**src/hdl/bir_pkg.sv**
```systemverilog
`timescale 1ns / 1ps
package bir_pkg;

  localparam int MAX_SRC_WIDTH  = 256;
  localparam int MAX_SRC_HEIGHT = 256;
  localparam int MAX_DST_SIZE   = 1024;

  localparam logic CMD_WRITE = 1'b0;
  localparam logic CMD_READ  = 1'b1;

  localparam logic [2:0] REG_SRC_WIDTH  = 3'd0;
  localparam logic [2:0] REG_SRC_HEIGHT = 3'd1;
  localparam logic [2:0] REG_DST_WIDTH  = 3'd2;
  localparam logic [2:0] REG_DST_HEIGHT = 3'd3;
  localparam logic [2:0] REG_NEAREST    = 3'd4;

  localparam int CFG_DATA_W = 11;
  localparam int CFG_INDEX_W = 3;

  typedef struct packed {
    logic        cmd;
    logic [7:0]  src_x;
    logic [7:0]  src_y;
    logic [23:0] pixel_in;
    logic [9:0]  out_x;
    logic [9:0]  out_y;
  } item_t;

endpackage

```
**src/hdl/bir_queue.sv**
```systemverilog
`timescale 1ns / 1ps
// Two-entry queue between front and back end.
module bir_queue (
  input  logic             clk,
  input  logic             rst,
  input  logic             push,
  input  bir_pkg::item_t   push_data,
  output logic             full,
  input  logic             pop,
  output bir_pkg::item_t   pop_data,
  output logic             empty
);
  bir_pkg::item_t slots [2];
  logic           wr_ptr;
  logic           rd_ptr;
  logic [1:0]     count;

  assign full = (count == 2'd2);
  assign empty = (count == 2'd0);
  assign pop_data = slots[rd_ptr];

  always_ff @(posedge clk) begin
    if (push) begin
      slots[wr_ptr] <= push_data;
    end
    if (rst) begin
      wr_ptr <= 1'b0;
      rd_ptr <= 1'b0;
      count <= 2'd0;
    end else begin
      if (push) wr_ptr <= ~wr_ptr;
      if (pop) rd_ptr <= ~rd_ptr;
      count <= count + {1'b0, push} - {1'b0, pop};
    end
  end

  a_no_overflow: assert property (@(posedge clk) disable iff (rst) full |-> !push)
    else $error("queue overflow");
  a_no_underflow: assert property (@(posedge clk) disable iff (rst) empty |-> !pop)
    else $error("queue underflow");
  a_count_range: assert property (@(posedge clk) disable iff (rst) count != 2'd3)
    else $error("queue count invalid");
endmodule

```
**config.mk**
```make
export PLATFORM = sky130hd
export DESIGN_NAME = bir_queue
export DESIGN_NICKNAME = d
export VERILOG_FILES = /design/src/hdl/bir_pkg.sv /design/src/hdl/bir_queue.sv
export SDC_FILE = /design/constraint.sdc
export NUM_CORES = 1
export LEC_CHECK = 0
export CORE_MARGIN = 10
export CORE_UTILIZATION = 40
export CTS_CLUSTER_DIAMETER = 30
export DETAILED_ROUTE_END_ITERATION = 8
export DONT_BUFFER_PORTS = 1
export PLACE_DENSITY_LB_ADDON = 0.25
export SLEW_MARGIN = 20
export SYNTH_ARGS = -nofsm -noshare
export SYNTH_HDL_FRONTEND = slang
export SYNTH_SLANG_ARGS = --single-unit
```
**constraint.sdc**
```tcl
create_clock -name clk -period 3.9 [get_ports clk]
set_clock_uncertainty 0.1 [all_clocks]
set_input_delay 0.195 -clock clk [delete_from_list [all_inputs] [get_ports clk]]
set_output_delay 0.195 -clock clk [all_outputs]
set_load 0.03 [all_outputs]
```
; After elaboration in Yosys (flattened, before gate mapping)
; Memories as Yosys holds them, arrays and structs flattened. A register that Yosys moved wholly into a read port is not among the register bits.
; Cells that the tools add are included.
[totals]
register_bits = 4
output_inout_bits = 63
n_memories = 1
ramBits = 122
in_bits = 65
[op_classes]
muxes = 4
n_bitwise = 2
n_reduce_logical = 1
n_eq_ne = 1
addsub = 2
[mem_list]
columns = name, words, width, rd, rd_clocked_by_memory_dff, write_ports, line_no
row1 = slots, 2, 61, 1, 1, 1, bir_queue.sv:13  ; bir_pkg::item_t slots [2];
[op_table]
columns = op, count
row1 = 1-bit 2-to-1 mux, 4
row2 = 2-bit by 1-bit adder with 2-bit output, 1
row3 = 2-bit equality test (second input constant), 1
row4 = 2-bit logical NOT, 1
row5 = 1-bit inverter, 2
row6 = 2-bit by 1-bit subtractor with 2-bit output, 1

; Depth between registers and ports, before layout
[logic_depth]
depth_word = 3
mapped_depth = 6
ltp_nobuf = 6

; Least setup slack after synthesis
; Ideal clock, no wire load.
[synth_path]
path_type = register to register
startpoint = register wr_ptr
endpoint = memory slots[0][0] in the netlist's numbering (enable)
n_path_buf = 0
setup_ps = 487
arrival_ps = 3042
period_less_slack_ps = 3629
required_time_ps = 3313
setup_slack_ps = 271
stages_incl_launch_ff = 2
cell_sequence = dfxtp_1 > nor2b_1
[synth_lines]
columns = item, line_no
row1 = from (decl), bir_queue.sv:14  ; logic wr_ptr;
row2 = from (signal assigned), bir_queue.sv:31  ; if (push) wr_ptr <= ~wr_ptr;
row3 = to (decl), bir_queue.sv:13
; No word-level cell before the write port.

==> results.sh <==
export IMPL_worst_path_stages=2
export IMPL_grt_pass1_wl_um=13600
export IMPL_worstPathArrival_ps=2150
export IMPL_crit_buf_inv=1
export IMPL_die_y_um=131
export IMPL_fmaxAchievable_ghz=0.409
export IMPL_hold_viol=0
export IMPL_hold_path_class="input port to flop"
export IMPL_setup_viol=0
export IMPL_p_comb_frac=0.122
export IMPL_overflow=0
export IMPL_finalMaxSlewViolations=0
export IMPL_htreeDepth=4
export IMPL_pin_count=128
export IMPL_cts_tree="done"
export IMPL_grtUsageTotal=0.110
export IMPL_grt_pass1_vias=2415
export IMPL_antenna_left=0
export IMPL_syn_to_final_growth_pct=27.2
export IMPL_ctsHoldBuffers=65
export IMPL_drt_pass1_iter_count=4
export IMPL_place_gp_congestion=0.675
export IMPL_nets=357
export IMPL_vias=2151
export IMPL_slew_headroom=0.362
export IMPL_swShare=0.231
export IMPL_synthCells=211
export IMPL_fin_crit_ps=2450
export IMPL_required_ps=3610
export IMPL_irDropWorstVdd_mv=0.407
export IMPL_ys_seq_area_frac=0.764
export IMPL_start_kind="flop"
export IMPL_post_cts_setup_buffers=0
export IMPL_rsz0062_at_grt="false"
export IMPL_setup_tns_ps=0
export IMPL_drtIter0Drc=116
export IMPL_final_core_util=0.522
export IMPL_leakage_nw=2.28
export IMPL_synth_top_area_share=0.744
export IMPL_run_status="completed"
export IMPL_cts_repair_resized=0
export IMPL_r2r_worst_path_cells=2
export IMPL_critPathSlowestCell="dfxtp_4"
export IMPL_wirelength_um=9120
export IMPL_antenna_found_initial=0
export IMPL_clk_pin_slew_ps=50
export IMPL_synth_cell_types=13
export IMPL_ys_warnings_count=0
export IMPL_coreArea_sq_um=12000
export IMPL_avgSynthCellArea_sq_um=23.3
export IMPL_dp_hpwl_um=5710
export IMPL_cts_made_buffers=17
export IMPL_p_switching_w=0.000850
export IMPL_maxCapViolations=0
export IMPL_synth_top_cell_by_area="edfxtp_1"
export IMPL_path_cells="buf_4 -> mux2_4"
export IMPL_critPathMaxStageDelay_ps=930
export IMPL_cts_buffer_depth=2
export IMPL_dieArea_sq_um=17100
export IMPL_power_internal_w=0.00283
export IMPL_cts_root_buf="clkbuf_16"
export IMPL_grt_max_degree=62
export IMPL_die_width_um=131
export IMPL_drive_gt1_frac=0.317
export IMPL_ys_top_cells_by_area="edfxtp_1 74%, mux2_4 18%, buf_12 2.4%"
export IMPL_start_util=0.410
export IMPL_crit_fanout=48
export IMPL_via_per_inst=4.78
export IMPL_p_clk_frac=0.430
export IMPL_clock_sinks=127
export IMPL_drc=0
export IMPL_p_per_area_nw_per_um2=588
export IMPL_critPathCaptureType="primary output"
export IMPL_syn_area_sq_um=4920
export IMPL_synth_seq_cells=127
export IMPL_wl_per_cell_um=20.3
export IMPL_hold_depth=1
export IMPL_seqPwrFrac=0.447
export IMPL_post_route_period_util=0.627
export IMPL_portBuffers=0
export IMPL_crit_type="flop to primary output"
export IMPL_num_antenna_cells=0
export IMPL_clock_latency_ps=400
export IMPL_worst_path_dominant_cell_family="flip-flops"
export IMPL_worst_pin_slew_ps=957
export IMPL_synth_nets=278
export IMPL_rows=40
[power groups by stage]
stage	Combinational [W]	Sequential, W	Clock [W]
3_3_place_gp	0.000394	0.00167	0
2_1_floorplan	0.000394	0.00164	0
5_1_grt	0.000476	0.00166	0.00170
3_5_place_dp	0.000395	0.00168	0
4_1_cts	0.000460	0.00165	0.00162
6_report	0.000451	0.00165	0.00158
[per-stage QoR]
stage          power [W]  worst slack, ps  instance area (sq um)  hold slack (ps)  std cells
2_1_floorplan    0.00204              271                   4920              167        211
3_3_place_gp     0.00207             1820                   5000              163        353
3_5_place_dp     0.00207             1790                   5000              164        353
4_1_cts          0.00373             1340                   6260             57.4        450
5_1_grt          0.00383             1310                   6260             51.6        450
6_report         0.00368             1450                   6260             72.5        450
[area by class of cell]
type / instances / area (sq um)
Tap cell: 147 / 184
Timing Repair Buffer: 67 / 666
Sequential cell: 127 / 3770
Multi-Input combinational cell: 75 / 1030
Clock buffer: 22 / 474
Clock inverter: 10 / 135
Fill cell: 954 / 5750
Inverter: 2 / 7.51
[registers in the layout (all words and copies together) (netlist names), named ones only]
register / cells
count: 2
wr_ptr: 1
rd_ptr: 1
slots: 122
[worst paths after layout]
path / startpoint / end / slack (ps)
worst max-delay path: flop / pop_data[11] / 1450
worst min-delay path: push / slots[0][25] / 70
worst max register to register: wr_ptr / slots[0][5] / 1990
worst min register to register: rd_ptr / rd_ptr / 420
[synthesized netlist by cell type]
library cell and instances:
nor2b_1 3, inv_1 2, buf_6 1, mux2_2 1
xnor3_1 1, xnor2_1 2, nor2_1 5, edfxtp_1 122
ha_1 2, mux2_4 60, and2_1 1, dfxtp_1 5
buf_12 6
[cell families (layout without fill, tap and decap cells)]
group                    count (synthesis)  after routing  share of synthesized area
multiplexers                            61             61                      0.185
XOR/XNOR                                 3              3                    0.00813
AND/OR/NAND/NOR                          9              9                    0.00890
flip-flops                             127            127                      0.764
buffers and inverters                    9            101                     0.0282
adder cells (fa/ha/maj)                  2              2                    0.00508
[placed cells by master, fill, tap and decap left out]
master,instances
edfxtp_1,122
dlygate4sd3_1,65
mux2_4,60
clkbuf_16,17
nor2_1,5
clkinvlp_4,4
dfxtp_1,4
bufinv_16,3
clkinv_2,3
clkbuf_8,3
inv_1,2
nor2b_1,2
xnor2_1,2
ha_1,2
clkbuf_1,2
buf_4,2
mux2_2,1
and2_4,1
nor2b_4,1
xnor3_1,1
dfxtp_4,1
[routing by layer]
layer / vias up / routed length [um] / GRT usage
li1: 987 / - / -
met1: 1050 / 3640 / 0.122
met2: 102 / 4300 / 0.163
met3: 12 / 1050 / 0.0717
met4: 0 / 128 / 0.0491
met5: - / 0 / 0
[worst register-to-register path: stages (launching register included)]
cell and delay, ps:
dfxtp_1 350, nor2b_4 450, buf_4 600
(Power assumes the default switching activity.)
